--- config.mk ---
export PLATFORM = sky130hd
export DESIGN_NAME = led_channel_store_serializer_top_flat
export DESIGN_NICKNAME = d
export VERILOG_FILES = /design/src/lcss_pkg.sv /design/src/lcss_stream_if.sv /design/src/lcss_store.sv /design/src/led_channel_store_serializer_top.sv /design/src/flat_wrapper.sv
export VERILOG_INCLUDE_DIRS = /design/src /design/src/src
export SDC_FILE = /design/constraint.sdc
export NUM_CORES = 1
export LEC_CHECK = 0
export BUFFER_PORTS_ARGS = -buffer_cell sky130_fd_sc_hd__buf_4
export CAP_MARGIN = 15
export CORE_MARGIN = 2
export CORE_UTILIZATION = 27
export CTS_CLUSTER_SIZE = 12
export DETAILED_ROUTE_END_ITERATION = 7
export HOLD_SLACK_MARGIN = 0.15
export SKIP_CTS_REPAIR_TIMING = 1
export SLEW_MARGIN = 20
export SYNTH_ARGS = -nofsm -noshare
export SYNTH_HDL_FRONTEND = slang
export SYNTH_HIERARCHICAL = 1
export SYNTH_SLANG_ARGS = --single-unit
--- constraint.sdc ---
create_clock -name clk_i -period 6.99 [get_ports clk_i]
set_input_delay 0 -clock clk_i [delete_from_list [all_inputs] [get_ports clk_i]]
set_output_delay 0 -clock clk_i [all_outputs]
set_load 0.01 [all_outputs]
--- src/led_channel_store_serializer_top_defines.svh ---
// assertion macros shared by the led channel store serializer files
`ifndef LED_CHANNEL_STORE_SERIALIZER_TOP_DEFINES_SVH
`define LED_CHANNEL_STORE_SERIALIZER_TOP_DEFINES_SVH

// consequent checked in the same cycle as the antecedent
`define LCSS_ASSERT_NOW(lbl, ante, cons, msg) \
  lbl: assert property (@(posedge clk_i) disable iff (!rst_ni) (ante) |-> (cons)) else $error(msg);

// consequent checked in the cycle after the antecedent
`define LCSS_ASSERT_NEXT(lbl, ante, cons, msg) \
  lbl: assert property (@(posedge clk_i) disable iff (!rst_ni) (ante) |=> (cons)) else $error(msg);

`endif

--- src/lcss_pkg.sv ---
// types, codes and constants of the led channel store serializer
package lcss_pkg;

  localparam int WORD_BITS = 12;
  localparam int TOP_BIT   = 11;

  localparam int CHANNELS_DEF   = 24;
  localparam int ROW_STRIDE_DEF = 16;
  localparam int ROW_TOP_DEF    = 16;

  localparam int OP_W     = 3;
  localparam int POS_W    = 6;
  localparam int GRID_X_W = 4;
  localparam int GRID_Y_W = 5;
  localparam int LEN_W    = 5;
  localparam int SHIFT_W  = 4;
  localparam int BIT_CNT_W = 4;

  localparam logic [OP_W-1:0] OP_WRITE   = 3'd0;
  localparam logic [OP_W-1:0] OP_POINT   = 3'd1;
  localparam logic [OP_W-1:0] OP_FILL    = 3'd2;
  localparam logic [OP_W-1:0] OP_NORMAL  = 3'd3;
  localparam logic [OP_W-1:0] OP_ROTATED = 3'd4;
  localparam logic [OP_W-1:0] OP_TICK    = 3'd5;

  localparam int APB_ADDR_W = 3;
  localparam int APB_DATA_W = 32;
  localparam logic REG_BRIGHTNESS = 1'b0;

  typedef enum logic [2:0] {
    MODE_IDLE    = 3'b001,
    MODE_NORMAL  = 3'b010,
    MODE_ROTATED = 3'b100
  } send_mode_e;

  typedef struct packed {
    logic [OP_W-1:0]      operation;
    logic [POS_W-1:0]     position;
    logic [GRID_X_W-1:0]  grid_x;
    logic [GRID_Y_W-1:0]  grid_y;
    logic [WORD_BITS-1:0] value;
    logic [LEN_W-1:0]     frame_length;
  } in_item_t;

  typedef struct packed {
    logic bit_valid;
    logic data_bit;
    logic latch_level;
    logic blank_pulse;
    logic frame_done;
  } out_item_t;

  typedef struct packed {
    logic wr_en;
    logic rd_en;
    logic fill_en;
  } store_ctrl_t;

endpackage

--- src/lcss_stream_if.sv ---
// valid/ready stream channel carrying one payload item per transfer
interface lcss_stream_if #(
  parameter type T = logic
);
  logic valid;
  logic ready;
  T     data;

  modport source (output valid, output data, input ready);
  modport sink (input valid, input data, output ready);
endinterface

--- src/lcss_store.sv ---
// channel store memory with clearing and fill sweep
`include "led_channel_store_serializer_top_defines.svh"

module lcss_store #(
  parameter int CHANNELS = lcss_pkg::CHANNELS_DEF,
  parameter int AW       = (CHANNELS > 1) ? $clog2(CHANNELS) : 1
) (
  input  logic                          clk_i,
  input  logic                          rst_ni,
  input  lcss_pkg::store_ctrl_t         ctrl_i,
  input  logic [AW-1:0]                 waddr_i,
  input  logic [AW-1:0]                 raddr_i,
  input  logic [lcss_pkg::WORD_BITS-1:0] wdata_i,
  output logic [lcss_pkg::WORD_BITS-1:0] rdata_o,
  output logic                          busy_o
);

  localparam logic [AW-1:0] LastAddr = AW'(CHANNELS - 1);

  logic [lcss_pkg::WORD_BITS-1:0] mem_q [CHANNELS];
  logic [lcss_pkg::WORD_BITS-1:0] rdata_q;

  logic                           sweep_active_q, sweep_active_d;
  logic [AW-1:0]                  sweep_addr_q, sweep_addr_d;
  logic [lcss_pkg::WORD_BITS-1:0] sweep_val_q, sweep_val_d;

  logic                           mem_we;
  logic [AW-1:0]                  mem_waddr;
  logic [lcss_pkg::WORD_BITS-1:0] mem_wdata;

  // the sweep writes one entry a cycle, starting after reset with zero and on a fill with its value
  always_comb begin
    sweep_active_d = sweep_active_q;
    sweep_addr_d   = sweep_addr_q;
    sweep_val_d    = sweep_val_q;
    if (sweep_active_q) begin
      if (sweep_addr_q == LastAddr) begin
        sweep_active_d = 1'b0;
        sweep_addr_d   = '0;
      end else begin
        sweep_addr_d = sweep_addr_q + AW'(1);
      end
    end else if (ctrl_i.fill_en) begin
      sweep_active_d = 1'b1;
      sweep_addr_d   = '0;
      sweep_val_d    = wdata_i;
    end
  end

  always_ff @(posedge clk_i or negedge rst_ni) begin
    if (!rst_ni) begin
      sweep_active_q <= 1'b1;
      sweep_addr_q   <= '0;
      sweep_val_q    <= '0;
    end else begin
      sweep_active_q <= sweep_active_d;
      sweep_addr_q   <= sweep_addr_d;
      sweep_val_q    <= sweep_val_d;
    end
  end

  assign mem_we    = sweep_active_q || ctrl_i.wr_en;
  assign mem_waddr = sweep_active_q ? sweep_addr_q : waddr_i;
  assign mem_wdata = sweep_active_q ? sweep_val_q : wdata_i;

  always_ff @(posedge clk_i) begin
    if (mem_we) begin
      mem_q[mem_waddr] <= mem_wdata;
    end
    if (ctrl_i.rd_en) begin
      rdata_q <= mem_q[raddr_i];
    end
  end

  assign rdata_o = rdata_q;
  assign busy_o  = sweep_active_q;

  `LCSS_ASSERT_NOW(a_store_waddr_range, ctrl_i.wr_en, waddr_i <= LastAddr, "write address out of range")
  `LCSS_ASSERT_NOW(a_store_raddr_range, ctrl_i.rd_en, raddr_i <= LastAddr, "read address out of range")
  `LCSS_ASSERT_NOW(a_store_no_access_in_sweep, sweep_active_q, !ctrl_i.wr_en && !ctrl_i.rd_en && !ctrl_i.fill_en, "store access during sweep")

endmodule

--- src/led_channel_store_serializer_top.sv ---
// Channel store and serial feeder for a daisy chain of 12-bit grayscale LED drivers. Items
// arrive on in_i and tick results leave on out_o; brightness_shift is selected by paddr[2] low.
// A tick that sends the first bit of a channel passes through the fetch state, because the level
// is read from the store memory through its registered read port. A fill of every channel sweeps
// the memory at one entry a cycle, and after reset the same sweep clears the store; no item is
// taken during a sweep, register writes are. An item is taken while a result waits in the output
// register only if that result leaves in the same cycle.
`include "led_channel_store_serializer_top_defines.svh"

module led_channel_store_serializer_top #(
  parameter int CHANNELS   = lcss_pkg::CHANNELS_DEF,
  parameter int ROW_STRIDE = lcss_pkg::ROW_STRIDE_DEF,
  parameter int ROW_TOP    = lcss_pkg::ROW_TOP_DEF
) (
  input  logic                            clk_i,
  input  logic                            rst_ni,
  lcss_stream_if.sink                     in_i,
  lcss_stream_if.source                   out_o,
  input  logic                            psel,
  input  logic                            penable,
  input  logic                            pwrite,
  input  logic [lcss_pkg::APB_ADDR_W-1:0] paddr,
  input  logic [lcss_pkg::APB_DATA_W-1:0] pwdata,
  output logic [lcss_pkg::APB_DATA_W-1:0] prdata,
  output logic                            pready
);

  localparam int AW    = (CHANNELS > 1) ? $clog2(CHANNELS) : 1;
  localparam int OffW  = $clog2(((2 ** lcss_pkg::GRID_X_W) - 1) * ROW_STRIDE + ROW_TOP + 1);
  localparam int RotW  = lcss_pkg::POS_W + 1;
  localparam int IdxA  = (OffW > RotW) ? OffW : RotW;
  localparam int IdxW  = (IdxA > $clog2(CHANNELS + 1)) ? IdxA : $clog2(CHANNELS + 1);
  localparam logic [AW-1:0] LastAddr = AW'(CHANNELS - 1);

  typedef enum logic [1:0] {
    ST_IDLE  = 2'b01,
    ST_FETCH = 2'b10
  } state_e;

  state_e                         st_q, st_d;
  lcss_pkg::send_mode_e           mode_q, mode_d;
  logic [lcss_pkg::LEN_W-1:0]     word_cnt_q, word_cnt_d;
  logic [lcss_pkg::BIT_CNT_W-1:0] bit_cnt_q, bit_cnt_d;
  logic [lcss_pkg::WORD_BITS-1:0] shift_word_q, shift_word_d;
  logic [lcss_pkg::LEN_W-1:0]     frame_cnt_q, frame_cnt_d;
  logic [lcss_pkg::POS_W-1:0]     rot_start_q, rot_start_d;
  logic                           latch_q, latch_d;
  logic [lcss_pkg::SHIFT_W-1:0]   bright_q;

  logic                out_valid_q, out_valid_d;
  lcss_pkg::out_item_t out_data_q, out_data_d;

  lcss_pkg::in_item_t             item;
  logic                           in_fire;
  logic                           out_fire;
  logic                           store_busy;
  lcss_pkg::store_ctrl_t          store_ctrl;
  logic [AW-1:0]                  store_waddr;
  logic [AW-1:0]                  store_raddr;
  logic [lcss_pkg::WORD_BITS-1:0] store_rdata;
  logic [lcss_pkg::WORD_BITS-1:0] fetched;

  logic [IdxW-1:0] point_sum;
  logic [IdxW-1:0] point_off;
  logic            point_neg;
  logic [IdxW-1:0] rot_idx;
  logic            cfg_write;
  logic            cfg_index;

  function automatic logic [AW-1:0] clamp_idx(input logic [IdxW-1:0] idx);
    logic [AW-1:0] res;
    if (idx >= IdxW'(CHANNELS)) begin
      res = LastAddr;
    end else begin
      res = AW'(idx);
    end
    return res;
  endfunction

  // configuration port
  assign pready    = 1'b1;
  assign cfg_write = psel && penable && pwrite;
  assign cfg_index = paddr[2];

  always_ff @(posedge clk_i or negedge rst_ni) begin
    if (!rst_ni) begin
      bright_q <= '0;
    end else if (cfg_write && (cfg_index == lcss_pkg::REG_BRIGHTNESS)) begin
      bright_q <= pwdata[lcss_pkg::SHIFT_W-1:0];
    end
  end

  always_comb begin
    prdata = '0;
    if (cfg_index == lcss_pkg::REG_BRIGHTNESS) begin
      prdata = lcss_pkg::APB_DATA_W'(bright_q);
    end
  end

  // handshakes
  assign item        = in_i.data;
  assign out_fire    = out_valid_q && out_o.ready;
  assign in_i.ready  = (st_q == ST_IDLE) && !store_busy && (!out_valid_q || out_o.ready);
  assign in_fire     = in_i.valid && in_i.ready;
  assign out_o.valid = out_valid_q;
  assign out_o.data  = out_data_q;

  // grid point offset x*stride + (top - y), negative means past the end
  assign point_sum = IdxW'(item.grid_x) * IdxW'(ROW_STRIDE) + IdxW'(ROW_TOP);
  assign point_neg = point_sum < IdxW'(item.grid_y);
  assign point_off = point_sum - IdxW'(item.grid_y);

  // rotated read index wraps once by the frame length
  always_comb begin
    rot_idx = IdxW'(word_cnt_q) + IdxW'(rot_start_q);
    if (rot_idx >= IdxW'(frame_cnt_q)) begin
      rot_idx = rot_idx - IdxW'(frame_cnt_q);
    end
  end

  always_comb begin
    if (mode_q == lcss_pkg::MODE_ROTATED) begin
      fetched = store_rdata;
    end else if (bright_q >= lcss_pkg::SHIFT_W'(lcss_pkg::WORD_BITS)) begin
      fetched = '0;
    end else begin
      fetched = store_rdata >> bright_q;
    end
  end

  always_comb begin
    st_d         = st_q;
    mode_d       = mode_q;
    word_cnt_d   = word_cnt_q;
    bit_cnt_d    = bit_cnt_q;
    shift_word_d = shift_word_q;
    frame_cnt_d  = frame_cnt_q;
    rot_start_d  = rot_start_q;
    latch_d      = latch_q;
    out_valid_d  = out_valid_q && !out_fire;
    out_data_d   = out_data_q;
    store_ctrl   = '0;
    store_waddr  = clamp_idx(IdxW'(item.position));
    store_raddr  = (mode_q == lcss_pkg::MODE_ROTATED) ? clamp_idx(rot_idx)
                                                      : clamp_idx(IdxW'(word_cnt_q));

    if (st_q == ST_FETCH) begin
      // first bit of a channel, level just read from the store
      st_d                   = ST_IDLE;
      shift_word_d           = fetched;
      bit_cnt_d              = lcss_pkg::BIT_CNT_W'(1);
      out_valid_d            = 1'b1;
      out_data_d             = '0;
      out_data_d.bit_valid   = 1'b1;
      out_data_d.data_bit    = fetched[lcss_pkg::TOP_BIT];
      out_data_d.latch_level = latch_q;
    end else if (in_fire) begin
      case (item.operation)
        lcss_pkg::OP_WRITE: begin
          store_ctrl.wr_en = 1'b1;
        end
        lcss_pkg::OP_POINT: begin
          store_ctrl.wr_en = 1'b1;
          store_waddr      = point_neg ? LastAddr : clamp_idx(point_off);
        end
        lcss_pkg::OP_FILL: begin
          store_ctrl.fill_en = 1'b1;
        end
        lcss_pkg::OP_NORMAL, lcss_pkg::OP_ROTATED: begin
          if (mode_q == lcss_pkg::MODE_IDLE) begin
            frame_cnt_d  = (32'(item.frame_length) > 32'(CHANNELS))
                           ? lcss_pkg::LEN_W'(CHANNELS) : item.frame_length;
            word_cnt_d   = '0;
            bit_cnt_d    = '0;
            shift_word_d = '0;
            if (item.operation == lcss_pkg::OP_NORMAL) begin
              mode_d = lcss_pkg::MODE_NORMAL;
            end else begin
              mode_d      = lcss_pkg::MODE_ROTATED;
              rot_start_d = item.position;
              latch_d     = 1'b0;
            end
          end
        end
        lcss_pkg::OP_TICK: begin
          out_data_d             = '0;
          out_data_d.latch_level = latch_q;
          if (mode_q == lcss_pkg::MODE_IDLE) begin
            out_valid_d = 1'b1;
          end else if (word_cnt_q < frame_cnt_q) begin
            if (bit_cnt_q == '0) begin
              store_ctrl.rd_en = 1'b1;
              st_d             = ST_FETCH;
            end else begin
              out_valid_d          = 1'b1;
              out_data_d.bit_valid = 1'b1;
              out_data_d.data_bit  =
                shift_word_q[lcss_pkg::BIT_CNT_W'(lcss_pkg::TOP_BIT) - bit_cnt_q];
              if (bit_cnt_q == lcss_pkg::BIT_CNT_W'(lcss_pkg::TOP_BIT)) begin
                bit_cnt_d  = '0;
                word_cnt_d = word_cnt_q + lcss_pkg::LEN_W'(1);
              end else begin
                bit_cnt_d = bit_cnt_q + lcss_pkg::BIT_CNT_W'(1);
              end
            end
          end else begin
            // closing step of the frame
            out_valid_d            = 1'b1;
            out_data_d.latch_level = 1'b1;
            out_data_d.frame_done  = 1'b1;
            out_data_d.blank_pulse = (mode_q == lcss_pkg::MODE_NORMAL);
            latch_d                = (mode_q != lcss_pkg::MODE_NORMAL);
            mode_d                 = lcss_pkg::MODE_IDLE;
            word_cnt_d             = '0;
            bit_cnt_d              = '0;
          end
        end
        default: begin
        end
      endcase
    end
  end

  always_ff @(posedge clk_i or negedge rst_ni) begin
    if (!rst_ni) begin
      st_q         <= ST_IDLE;
      mode_q       <= lcss_pkg::MODE_IDLE;
      word_cnt_q   <= '0;
      bit_cnt_q    <= '0;
      shift_word_q <= '0;
      frame_cnt_q  <= '0;
      rot_start_q  <= '0;
      latch_q      <= 1'b0;
      out_valid_q  <= 1'b0;
    end else begin
      st_q         <= st_d;
      mode_q       <= mode_d;
      word_cnt_q   <= word_cnt_d;
      bit_cnt_q    <= bit_cnt_d;
      shift_word_q <= shift_word_d;
      frame_cnt_q  <= frame_cnt_d;
      rot_start_q  <= rot_start_d;
      latch_q      <= latch_d;
      out_valid_q  <= out_valid_d;
    end
  end

  always_ff @(posedge clk_i) begin
    out_data_q <= out_data_d;
  end

  lcss_store #(
    .CHANNELS (CHANNELS),
    .AW       (AW)
  ) u_store (
    .clk_i   (clk_i),
    .rst_ni  (rst_ni),
    .ctrl_i  (store_ctrl),
    .waddr_i (store_waddr),
    .raddr_i (store_raddr),
    .wdata_i (item.value),
    .rdata_o (store_rdata),
    .busy_o  (store_busy)
  );

  `LCSS_ASSERT_NEXT(a_fetch_gives_result, st_q == ST_FETCH, out_valid_q && out_o.data.bit_valid, "fetch cycle produced no data bit")
  `LCSS_ASSERT_NOW(a_done_with_latch, out_valid_q && out_o.data.frame_done, out_o.data.latch_level && !out_o.data.bit_valid, "closing step without latch or with data")
  `LCSS_ASSERT_NOW(a_no_accept_in_sweep, store_busy, !in_i.ready, "item taken during store sweep")

endmodule

--- src/flat_wrapper.sv ---
// flat-port wrapper written by rule: the top's interface ports become plain ports
module led_channel_store_serializer_top_flat import lcss_pkg::*;
#(
  parameter int CHANNELS   = lcss_pkg::CHANNELS_DEF,
  parameter int ROW_STRIDE = lcss_pkg::ROW_STRIDE_DEF,
  parameter int ROW_TOP    = lcss_pkg::ROW_TOP_DEF
)
  (clk_i, rst_ni, psel, penable, pwrite, paddr, pwdata, prdata, pready, in_i_valid, in_i_data, in_i_ready, out_o_valid, out_o_data, out_o_ready);
  lcss_stream_if #(.T(in_item_t)) in_i_i ();
  lcss_stream_if #(.T(out_item_t)) out_o_i ();
  input  logic clk_i;
  input  logic rst_ni;
  input  logic psel;
  input  logic penable;
  input  logic pwrite;
  input  logic [lcss_pkg::APB_ADDR_W-1:0] paddr;
  input  logic [lcss_pkg::APB_DATA_W-1:0] pwdata;
  output logic [lcss_pkg::APB_DATA_W-1:0] prdata;
  output logic pready;
  input wire logic [$bits(in_i_i.valid)-1:0] in_i_valid;
  input wire logic [$bits(in_i_i.data)-1:0] in_i_data;
  output wire logic [$bits(in_i_i.ready)-1:0] in_i_ready;
  output wire logic [$bits(out_o_i.valid)-1:0] out_o_valid;
  output wire logic [$bits(out_o_i.data)-1:0] out_o_data;
  input wire logic [$bits(out_o_i.ready)-1:0] out_o_ready;
  assign in_i_i.valid = in_i_valid;
  assign in_i_i.data = in_i_data;
  assign in_i_ready = in_i_i.ready;
  assign out_o_valid = out_o_i.valid;
  assign out_o_data = out_o_i.data;
  assign out_o_i.ready = out_o_ready;
  led_channel_store_serializer_top #(.CHANNELS(CHANNELS), .ROW_STRIDE(ROW_STRIDE), .ROW_TOP(ROW_TOP)) u_core (.clk_i(clk_i), .rst_ni(rst_ni), .in_i(in_i_i), .out_o(out_o_i), .psel(psel), .penable(penable), .pwrite(pwrite), .paddr(paddr), .pwdata(pwdata), .prdata(prdata), .pready(pready));
endmodule
; Word-level counts from Yosys, hierarchy flattened
; Memories as Yosys holds them, arrays and structs flattened. A register that Yosys moved wholly into a read port is not among the register bits.
; Cells that the tools add are included.
[op_classes]
n_addsub = 8
magnitude_cmp = 10
eq_ne = 23
shifts = 1
n_mux = 81
bitwise_logic = 4
n_reduce_logical = 37
[op_table]
columns = op, n
row1 = $mux W5, 20
row2 = $mux W12, 7
row3 = $mux W4, 11
row4 = $mux W1, 22
row5 = $mux W3, 7
row6 = $ge A9 B5 Y1 const B, 2
row7 = $sub A9 B5 Y9, 2
row8 = $mux W2, 8
row9 = $reduce_bool A2 Y1, 8
row10 = $reduce_and A5 Y1, 3
row11 = $reduce_and A7 Y1, 2
row12 = $shr A12 B4 Y12, 1
row13 = $add A5 B1 Y5 const B, 2
row14 = $pmux W5 S2, 1
row15 = $add A8 B5 Y9 const B, 1
row16 = $eq A3 B2 Y1 const B, 3
row17 = $eq A3 B3 Y1 const B, 3
row18 = $ge A9 B5 Y1, 1
row19 = $lt A9 B5 Y1, 1
row20 = $mux W9, 1
row21 = $logic_and A1 B1 Y1, 8
row22 = $pmux W4 S2, 1
row23 = $add A5 B6 Y7, 1
row24 = $eq A3 B1 Y1 const B, 2
row25 = 32 further kinds, 46
[word_totals]
regBits = 66
mem_bits_rw = 288
in_bits = 77
output_inout_bits = 40
n_memories = 1
[memory_table]
columns = memory, words, word_bits, read_ports, rd_clocked_by_memory_dff, write_ports, line_no
row1 = u_core.u_store.mem_q, 24, 12, 1, 1, 1, lcss_store.sv:20  ; logic [lcss_pkg::WORD_BITS-1:0] mem_q [CHANNELS];

; Depth between registers and ports, before layout
[logic_depth]
depth_word = 10
mapped_depth = 21

; By module
; Netlist, hierarchy kept.
[modules_own_cells]
columns = module, n_inst, cells_each, area_each_um2, seq_area_each_um2
row1 = lcss_store, 1, 634, 12530.8, 9460.3
row2 = led_channel_store_serializer_top, 1, 482, 4086.4, 1198.6

; Least setup slack after synthesis
; Ideal clock, no wire load.
[synth_path]
kind = reg-to-reg
from = reg u_core/word_cnt_q[0] (netlist bit)
to = reg u_core.u_store.rdata_q (netlist bit u_core/u_store/rdata_o[4]) (read register of u_core.u_store.mem_q), data pin
setup_time_ps = 273
t_arrival_ps = 4304
required_time_ps = 6717
setup_slack_ps = 2413
path_stages_with_launch = 19
n_path_buf = 2
cell_sequence = dfrtp_1 ha_1 inv_1 fa_1 nand2b_1 a21oi_1 xor2_1 ha_1 and2_1 a221oi_1 o21ai_0 a221oi_1 a211oi_1 a21oi_1 buf_6 buf_6 mux4_1 mux2i_1 o311ai_1
[synth_via]
elab_chain_cells = 6
word_cells_on_any_way = 15
cone_classes = add/sub: 2 / order compare: 4 / mux: 9
[synth_lines]
columns = item, line_no
row1 = start: declaration, led_channel_store_serializer_top.sv:42  ; logic [lcss_pkg::LEN_W-1:0] word_cnt_q, word_cnt_d;
row2 = start signal: assignment, led_channel_store_serializer_top.sv:238  ; word_cnt_q <= word_cnt_d;
row3 = $add A5 B6 Y7, led_channel_store_serializer_top.sv:115  ; rot_idx = IdxW'(word_cnt_q) + IdxW'(rot_start_q);
row4 = $sub A9 B5 Y9 or $ge A9 B5 Y1 (tied branches), "led_channel_store_serializer_top.sv:117, led_channel_store_serializer_top.sv:116"
row5 = $mux W9, led_channel_store_serializer_top.sv:116  ; if (rot_idx >= IdxW'(frame_cnt_q)) begin
row6 = $ge A9 B5 Y1, led_channel_store_serializer_top.sv:72  ; if (idx >= IdxW'(CHANNELS)) begin
row7 = $mux W5, led_channel_store_serializer_top.sv:72
row8 = $mux W5 *, led_channel_store_serializer_top.sv:144  ; store_raddr = (mode_q == lcss_pkg::MODE_ROTATED) ? clamp_idx(rot_idx)
row9 = net u_core.store_raddr[0], led_channel_store_serializer_top.sv:59  ; logic [AW-1:0] store_raddr;
row10 = end: declaration, lcss_store.sv:21  ; logic [lcss_pkg::WORD_BITS-1:0] rdata_q;
; The timed path passes the listed nets; every way through them passes the cells marked *.
; A chain may end at the register's enable or synchronous reset.

; Worst setup path after layout
[layout_path]
from = reg u_core/word_cnt_q[0] (netlist bit)
to = reg u_core.u_store.rdata_q (netlist bit u_core/u_store/rdata_o[2]) (read register of u_core.u_store.mem_q), data pin
; Same word-level chain as after synthesis.

==> results.toml <==
[route]
routed_wl_um = 37870
dr.pass1.iters = 5
vias = 9746
detail-route-antenna-nets = 0
drtIter0Drc = 644
drc_errors = 0
routedWlPerCell_um = 18.57
vias_per_cell = 4.780

[yosys]
yosys_register_bits = 366
synthFlopType = "edfxtp_1"
async_flop_share_pct = 16.67
yosysWarningCount = 6
netlist_area_um2 = 16620
postSynthAreaPerCell_um2 = 14.89
seq_area_frac_synth_pct = 64.14
yosys.cell_types.count = 69
synth_top_area_share_pct = 54.57
synth_area_leaders = "edfxtp_1, dfrtp_1, mux4_2"
yosys.area.top_type = "edfxtp_1"
synthCells = 1116
yosysMostFrequentCell = "edfxtp_1"
synth_top_cells_by_count = "edfxtp_1, nand2_1, mux2i_1, nor2_1, dfrtp_1"
synth_edf_count = 302

[outcome]
outcome = "finished, final reports clean"

[timing]
finClkSkew_ns = 0.02569
final.period_utilization_pct = 84.40
tightest_slew_ns = 1.090
setup_viol = 0
max_freq_mhz = 169.5
hold_slack_ns = 0.09297
relSlewSlack_pct = 27.09
layout_setup_ws_ns = 1.091
setup_tns_ns = 0
period_minus_slack_ns = 5.899
slew_violations = 0
hold_violations = 0
rsz0062_at_grt = "no"

[cells_and_area]
multiInputGateArea_um2 = 5537
drive_above_1_share_pct = 20.60
fillers = 5840
area_growth_pct = 18.30
area.sequential_um2 = 10660
diodes = 0
nets = 1333

[power]
p_leak_nw = 6.721
p_per_area_nw_per_um2 = 240.3
ir_drop_mv = 0.1683

[clock_network]
cts_root_buf = "clkbuf_16"
clk_latency_ns = 0.57
numCtsBuffers = 41
clkSinkCount = 366
htree_num_levels = 2
clockBufferDepth = 3
cts_tree = "done"
path_clk_slew_ns = 0.06

[worst_setup_path]
setup.worst_path.class = "reg -> reg"
critPathLaunchType = "flop"
crit_start = "u_core/word_cnt_q[0]"
crit_fanout = 74
end_kind = "flop"
cp.arrival_ns = 6.18
r2r_slack_ns = 1.09
required_ns = 7.27
reg2reg_from = "u_core/word_cnt_q[0]"

[global_route]
overflow = 0
grt_max_degree = 75
grt_usage_pct = 11.70
grt_first_pass_wirelength_um = 56840
grt_pass1_vias = 9683
antenna_found_initial = 0

[flow_run]
cap_violations = 0

[floorplanning]
fp.dieW_um = 252.1
core_region_area_um2 = 60580
rows = 90
ios = 117
die_y_um = 252.1
initial_core_util_pct = 27.43
die_area_um2 = 63540

[worst_hold_path]
min_path_type = "in -> async"

[placement]
gp_congestion = 0.8372
preCtsSetupSlack_ns = 1.242
io_buffers = 57
dpl.hpwl_um = 24200
logic make-up after synthesis:
logic type                 count (synthesis)  share of synthesized area, %
muxes                                    169                         14.45
and+or+nand+nor                          238                         6.942
other                                      2                       0.04519
xor gates and xnor gates                  16                        0.8433
AOI/OAI and AO/OA                        189                         7.831
adders and majority gates                 28                         2.199
buffers and inverters                    108                         3.546
DFF                                      366                         64.14
path summary, 6_finish.rpt:
path / endpoint / cells after the start
setup / recovery: u_core/u_store/rdata_o[2] / 17
hold / removal: u_core/rot_start_q[2] / 2
setup reg to reg: u_core/u_store/rdata_o[2] / 17
hold reg to reg: u_core/out_o.data[4] / 2
max in group asynchronous: u_core/bright_q[1] / 2
min in group clk_i: u_core/frame_cnt_q[3] / 4
critical path: stages (launching register included):
cell      delay (ns)
dfrtp_1         0.46
ha_1            0.21
inv_1           0.06
fa_1            0.38
nand2b_1        0.18
a21oi_1         0.16
xor2_1          0.33
ha_1            0.31
and2_1          0.18
a221oi_1        0.51
o21bai_1        0.18
a221oi_1        0.42
a211oi_1        0.24
a21oi_4         0.21
buf_12          0.42
mux4_2          0.58
mux2i_1         0.42
o311ai_1        0.19
layout by cell type, fill, tap and decap left out, drive strengths merged, types with 7 or more instances in the layout:
cell type	instances
mux2	41
xor2	8
mux2i	76
nor3b	9
nand3	27
clkinv	13
dfrtp	58
edfxtp	302
nand2	84
xnor2	8
nor3	8
a21oi	29
dlygate4sd3	41
clkbuf	55
a2bb2oi	12
conb	29
o21ai	36
ha	26
buf	81
o22ai	14
mux4	52
a31oi	7
a22oi	21
o211ai	17
inv	29
nor2b	15
nand2b	9
and2	7
nor2	61
o311ai	13
cell type report:
class,count,share of cell area (%)
sequential,366,54.22
multi-input combinational,669,28.16
clock buffer,55,5.690
timing repair buffer,122,5.308
tap,782,4.977
clock inverter,17,1.101
inverter,28,0.5347
metal layers:
| layer | wire, µm | GRT usage, % | vias to the layer above |
|---|---|---|---|
| li1 | - | - | 4495 |
| met1 | 16990 | 15.17 | 4987 |
| met2 | 18400 | 19.58 | 202 |
| met3 | 1324 | 1.929 | 62 |
| met4 | 1156 | 4.565 | 0 |
| met5 | 0 | 0 | - |
per-stage QoR:
stage                     std cells  total power, mW  cell area [µm²]  util [%]
final                          2039            4.724            19660     32.45
after global routing           2039            4.885            19660     32.45
after CTS                      1998            4.766            19240     31.76
after detailed placement       1926            2.634            17900     29.55
after global placement         1926            2.627            17890     29.53
after floorplan                1143            2.558            16720         -
sequential cells by signal, indices dropped and copies added, names as in the netlist:
signal                       cells
u_core/st_q                      2
u_core/u_store/sweep_addr_q      5
u_core/rot_start_q               6
u_core/mode_q                    3
u_core/latch_q                   1
u_core/u_store/rdata_o          12
u_core/out_o.data                5
u_core/out_o.valid               1
u_core/frame_cnt_q               5
u_core/word_cnt_q                5
u_core/bright_q                  4
u_core/u_store/mem_q           288
u_core/u_store/busy_o            1
u_core/bit_cnt_q                 4
u_core/shift_word_q             12
u_core/u_store/sweep_val_q      12
report_power, final:
part / leakage [nW] / total [mW] / internal, mW / switching (mW)
clock: 0.655 / 2.12 / 1.25 / 0.868
sequential: 3.47 / 2.39 / 2.37 / 0.0258
combinational: 2.60 / 0.217 / 0.0965 / 0.121
Power figures use the tool's default switching activity.
